### src/hw/rtl/lsms_pkg.sv
// shared types and constants for the two-light diffuse shading block
`timescale 1ns / 1ps

package lsms_pkg;

   // lane layout of the packed registers and fields
   localparam int LANE_W    = 16;
   localparam int PACKED_W  = 48;
   localparam int FILL_W    = 32;
   localparam int LIGHT_W   = 15;
   localparam int CSR_IDX_W = 3;

   // register indexes on the csr port
   typedef enum logic [CSR_IDX_W-1:0] {
      CSR_LIGHTING_ENABLE = 3'd0,
      CSR_SUN_DIRECTION   = 3'd1,
      CSR_MOON_DIRECTION  = 3'd2,
      CSR_AMBIENT_COLOR   = 3'd3,
      CSR_SUN_COLOR       = 3'd4,
      CSR_MOON_COLOR      = 3'd5,
      CSR_SKY_FILL        = 3'd6
   } csr_index_type;

   // register reset values
   localparam logic [PACKED_W-1:0] DIRECTION_RESET = 48'h0000_4000_0000;
   localparam logic [FILL_W-1:0]   SKY_FILL_RESET  = 32'h1CCD_2333;

   // load strobes of the two dot product stages
   typedef struct packed {
      logic load_a;
      logic load_b;
   } stage_ctrl_type;

endpackage

### src/hw/rtl/lsms_ndotl.sv
// two-stage clamped n.l dot product plus sky fill weight for one light
`timescale 1ns / 1ps

module lsms_ndotl #(
   parameter int FRACTION_BITS = 14,
   localparam int DOT_W = 2 * lsms_pkg::LANE_W + 2,
   localparam int NDL_W = DOT_W - FRACTION_BITS,
   localparam int WGT_W = ((NDL_W > lsms_pkg::LANE_W) ? NDL_W : lsms_pkg::LANE_W) + 1
) (
   input  logic                                clock,
   input  lsms_pkg::stage_ctrl_type            ctrl,
   input  logic signed [lsms_pkg::LANE_W-1:0]  normal_x,
   input  logic signed [lsms_pkg::LANE_W-1:0]  normal_y,
   input  logic signed [lsms_pkg::LANE_W-1:0]  normal_z,
   input  logic [lsms_pkg::PACKED_W-1:0]       light_dir,
   input  logic [lsms_pkg::LANE_W-1:0]         fill_weight,
   output logic [WGT_W-1:0]                    weight
);

   localparam int PROD_W = 2 * lsms_pkg::LANE_W;

   logic signed [lsms_pkg::LANE_W-1:0] normal[3];
   logic signed [lsms_pkg::LANE_W-1:0] dir_lane[3];
   logic signed [PROD_W-1:0]           prod_in[3];
   logic signed [PROD_W-1:0]           prod_ff[3];
   logic signed [DOT_W-1:0]            dot_sum;
   logic [NDL_W-1:0]                   ndl;
   logic [WGT_W-1:0]                   weight_in;
   logic [WGT_W-1:0]                   weight_ff;

   assign normal[0] = normal_x;
   assign normal[1] = normal_y;
   assign normal[2] = normal_z;

   // component products, one multiplier per axis
   for (genvar k = 0; k < 3; k++) begin : g_axis
      assign dir_lane[k] = light_dir[lsms_pkg::LANE_W*k +: lsms_pkg::LANE_W];
      assign prod_in[k]  = normal[k] * dir_lane[k];
   end

   always_ff @(posedge clock) begin
      if (ctrl.load_a) begin
         prod_ff <= prod_in;
      end
   end

   // sum, clamp negative to zero, truncate, add fill
   always_comb begin
      dot_sum = {{2{prod_ff[0][PROD_W-1]}}, prod_ff[0]}
              + {{2{prod_ff[1][PROD_W-1]}}, prod_ff[1]}
              + {{2{prod_ff[2][PROD_W-1]}}, prod_ff[2]};
      ndl = dot_sum[DOT_W-1] ? '0 : dot_sum[DOT_W-1:FRACTION_BITS];
      weight_in = WGT_W'(fill_weight) + WGT_W'(ndl);
   end

   always_ff @(posedge clock) begin
      if (ctrl.load_b) begin
         weight_ff <= weight_in;
      end
   end

   assign weight = weight_ff;

endmodule

### config.mk
export PLATFORM = sky130hd
export DESIGN_NAME = lsms_ndotl
export DESIGN_NICKNAME = d
export VERILOG_FILES = /design/src/hw/rtl/lsms_pkg.sv /design/src/hw/rtl/lsms_ndotl.sv
export SDC_FILE = /design/constraint.sdc
export NUM_CORES = 2
export LEC_CHECK = 0
export BUFFER_PORTS_ARGS = -buffer_cell sky130_fd_sc_hd__buf_2
export CAP_MARGIN = 15
export CORE_UTILIZATION = 40
export CTS_BUF_LIST = sky130_fd_sc_hd__clkbuf_8 sky130_fd_sc_hd__clkbuf_16
export DETAILED_ROUTE_END_ITERATION = 10
export PLACE_DENSITY = 0.67
export RECOVER_POWER = 25
export REMOVE_ABC_BUFFERS = 1
export SLEW_MARGIN = 20
export SYNTH_ARGS = -nofsm -noshare
export SYNTH_HDL_FRONTEND = slang
export SYNTH_SLANG_ARGS = --single-unit
### constraint.sdc
create_clock -name clock -period 7.35 [get_ports clock]
set_input_delay 0.735 -clock clock [delete_from_list [all_inputs] [get_ports clock]]
set_output_delay 0.735 -clock clock [all_outputs]
set_load 0.005 [all_outputs]
After elaboration in Yosys (flattened, before gate mapping)
Cells that the tools add are included.
- flip-flop bits (word level): 117
- input bits: 115
- output and inout port bits: 21
- logic and storage cells: 11
- add/sub/neg operators: 3
- $mul: 3
- multiplexer cells: 1
- operators by type and width (kind ; count):
    multiplier 16 x 16 -> 32 bit ; 3
    adder 33 x 32 -> 34 bit ; 1
    adder 32 x 32 -> 33 bit ; 1
    adder 16 x 19 -> 20 bit ; 1
    two-way mux 19 bit ; 1

Depth between registers and ports, before layout
- depth in word-level cells: 4
- depth in mapped cells: 24
- mapped depth without buffers: 23

Worst setup path before layout
Ideal clock, no wire load.
- path type: in2reg
- start: in normal_x[15] in the netlist's numbering
- end: reg prod_ff[95] in the netlist's numbering, data pin
- setup time: 0.260 ns
- arrival: 6.488 ns
- required time: 7.090 ns
- setup slack: 0.602 ns
- cell stages on the path: 21
- buffers on the path: 1
- path through: clkbuf_1 nand2_1 inv_1 fa_1 fa_1 fa_1 fa_1 fa_1 inv_1 fa_1 inv_1 ha_1 a21o_1 a21o_1 a21oi_1 o21ai_0 nor4_1 nor3_1 a2111o_1 a21oi_1 xnor2_1
- RTL lines (what ; line ; text):
    start: declaration ; lsms_ndotl.sv:12 ; input logic signed [lsms_pkg::LANE_W-1:0] normal_x,
    end signal: assignment ; lsms_ndotl.sv:43 ; prod_ff <= prod_in;
    end: declaration ; lsms_ndotl.sv:25 ; logic signed [PROD_W-1:0] prod_ff[3];

==> reports/qor.csv <==
metric,value,unit
dieArea,89900,sq um
antenna_cells,0,
route.detailed.drc,0,
seq_area,3480,sq um
yosys.area_share.simple,14.2,%
die_width,300,um
synth_warnings,0,
ant_nets,0,
worstSkewPairLatency,0.42,ns
synth_area_leader_cell,fa_1,
ys.flop_type,edfxtp_1,
crit_family,adder cells,
cp_slowest_stage_delay,0.63,ns
grt_start_max_net_pins,68,
crit_path_start,normal_y[0],
end_kind,register,
cpMostUsedCell,fa_1,
ctsResizeCount,0,
place_ws,0.301,ns
outcome,finished with violations,
layout.nets,4962,
clkSinkCount,116,
ys_seq_elements,116,
ios,136,
max_freq,150,MHz
drt-total-wl,80900,um
critPathRequiredTime,7.51,ns
fillerInstances,8507,
synth_fa_ha_area_share,56.5,%
syn_to_final_growth,6.80,%
period_minus_slack,6.65,ns
postSynthCellCount,3667,
fin_ws,0.703,ns
yosysSeqAreaShare,9.82,%
initial_core_util,40.6,%
clockBufferDepth,2,
worstPathCellList,clkbuf_1 > nand2b_1 > fa_1 > fa_1 > inv_1 > fa_1 > fa_1 > fa_1 > fa_1 > ha_1 > nand4_1 > a211oi_1 > a2bb2oi_1 > a21oi_1 > o21ai_0 > a21boi_1 > nor4_1 > o311ai_1 > xnor2_1,
crit_fanout,16,
avgRoutedWirePerCell,16.5,um
cp.arrival,6.80,ns
dieHeight,300,um
cts_tree,yes,
synth-xor-area-share,3.36,%
ys_async_sr_fraction,0,%
syn_area,35500,sq um
rsz0062_at_grt,no,
cts_made_buffers,17,
synth_top_area_share,46.2,%
track_usage,18.9,%
worst_pin_slew,1.57,ns
port_buffers,134,
worstReg2RegStart,prod_ff[3],
critPathLaunchType,primary input,
final_layout_size_suffix_gt1_share,5.26,%
tns,0,ns
syn-mean-instance-area,9.67,sq um
path_clk_slew,0.06,ns
post-dp-hpwl,67400,um
setup_viol,0,
post_cts_buffers,0,
drt_first_pass_iters,5,
gp_congestion,0.872,
row_count,108,
slew_headroom,-4.54,%
multi_input_area,28300,sq um
grt_overflow,0,
maxCapViolations,1,
hold_class,in2reg,
synth-edff-count,116,
synth.mux.area_fraction,0.0317,%
vias,24200,
path_buf_inv,2,
synth_compound_area_share,5.60,%
drt_iter0_markers,1231,
fin_hold_ws,0.634,ns
maxSlewViolCount,31,
path_class,in2reg,
grt_pass1_vias,26000,
grt_pass1_wl,135000,um
synthTopCellsByArea,"fa_1 (46%), ha_1 (10%), edfxtp_1 (9.8%), inv_1 (9.4%), and2_1 (6.6%)",
viasPerCell,4.93,
finClkSkew,0.00934,ns
final-hold-violation-count,0,
cpMaxStageDelayCell,clkbuf_1,
hold_path.startpoint,fill_weight[0],
cts.htree.levels,4,
hold_buffers,0,
timing.final.crit_share,90.4,%
clockRootBuffer,clkbuf_16,
antenna_found_initial,0,
synth_top_family_by_area,adder cells,
violations,"capacitance limit, slew limit",
core-area,87300,sq um
yosys.cell_types.count,70,
==> path summary, 6_finish.rpt <==
kind / cells after the start / end / slack [ns]
max: 19 / prod_ff[63] / 0.70
min: 2 / weight[0] / 0.63
max reg2reg: 22 / weight[17] / 1.01
min reg2reg: 5 / weight[0] / 1.21
==> area by class of cell <==
| type | instances | share of cell area (%) |
|---|---|---|
| multi-input cells | 2562 | 74.6 |
| clock buffers | 17 | 1.12 |
| repair buffers | 150 | 2.07 |
| inverters | 888 | 8.80 |
| clock inverters | 15 | 0.376 |
| well taps | 1155 | 3.81 |
| flip-flops and latches | 116 | 9.19 |
==> sequential cells by signal, summed over array words and instances, names as in the netlist <==
| register | flops |
|---|---|
| prod_ff | 96 |
| weight | 20 |
==> logic make-up after synthesis <==
family	Yosys count
other	1
muxes	1
DFF	116
buffers and inverters	989
xor gates and xnor gates	136
and+or+nand+nor	1014
adders and majority gates	1112
AOI/OAI and AO/OA	298
==> worst reg2reg max path, stage by stage (launching register included) <==
cell and delay, ns:
edfxtp_1 0.36, inv_1 0.08, fa_1 0.53, inv_1 0.04, ha_1 0.27, and4b_1 0.22, a221oi_2 0.27, o221ai_2 0.20
a211oi_2 0.45, o211ai_2 0.22, a211oi_2 0.25, mux2_2 0.43, nor2_1 0.14, ha_1 0.36, o21ai_0 0.13, o21ai_0 0.28
and3_1 0.23, nor2_1 0.05, a211oi_1 0.56, a211oi_1 0.34, or3_1 0.44, a31oi_1 0.18, nor3b_1 0.07
==> placed cells by master (no fill, tap or decap), drive strengths merged, types with 3 or more instances in the layout <==
cell type and instances:
o211ai 7, a21oi 91, o31ai 5, clkbuf 22
clkinv 4, nand4 10, xnor2 103, nor2b 6
or2 4, buf 145, a211o 4, a31o 5
nor3b 3, ha 294, nor3 14, fa 818
a31oi 5, o21a 14, a21boi 5, nand3 24
or3 11, o21bai 20, o21ai 53, a211oi 19
nor4 6, a221oi 3, inv 893, a21o 48
nand2b 25, and3 9, clkinvlp 4, and2 375
edfxtp 116, o211a 3, nand2 411, nor2 108
xor2 33
==> per-stage QoR <==
| step | util [%] | cells | cell area, sq um |
|---|---|---|---|
| floorplan | - | 3566 | 35100 |
| finish | 43.4 | 4903 | 37900 |
| global placement | 42.8 | 4871 | 37300 |
| global route | 43.4 | 4903 | 37900 |
| detailed placement | 42.8 | 4871 | 37300 |
| CTS | 43.4 | 4903 | 37900 |
==> Yosys cell counts, drive strengths merged (5+ instances only) <==
library cell,instances
inv,888
fa,818
nand2,411
and2,375
ha,294
edfxtp,116
nor2,108
xnor2,103
clkbuf,96
a21oi,91
o21ai,53
a21o,48
xor2,33
nand2b,25
nand3,24
o21bai,20
a211oi,19
nor3,14
o21a,14
or3,11
nand4,10
and3,9
o211ai,7
nor2b,6
nor4,6
a21boi,5
a31o,5
a31oi,5
buf,5
o31ai,5
==> routing by layer <==
metal	GRT usage [%]	wire length, um
met5	0	0
met4	3.22	1200
met3	2.21	4020
met2	31.9	39700
met1	26.4	36000
Power is not shown: default switching activity piles up to over one toggle a cycle in this logic, so the estimate is an artifact.
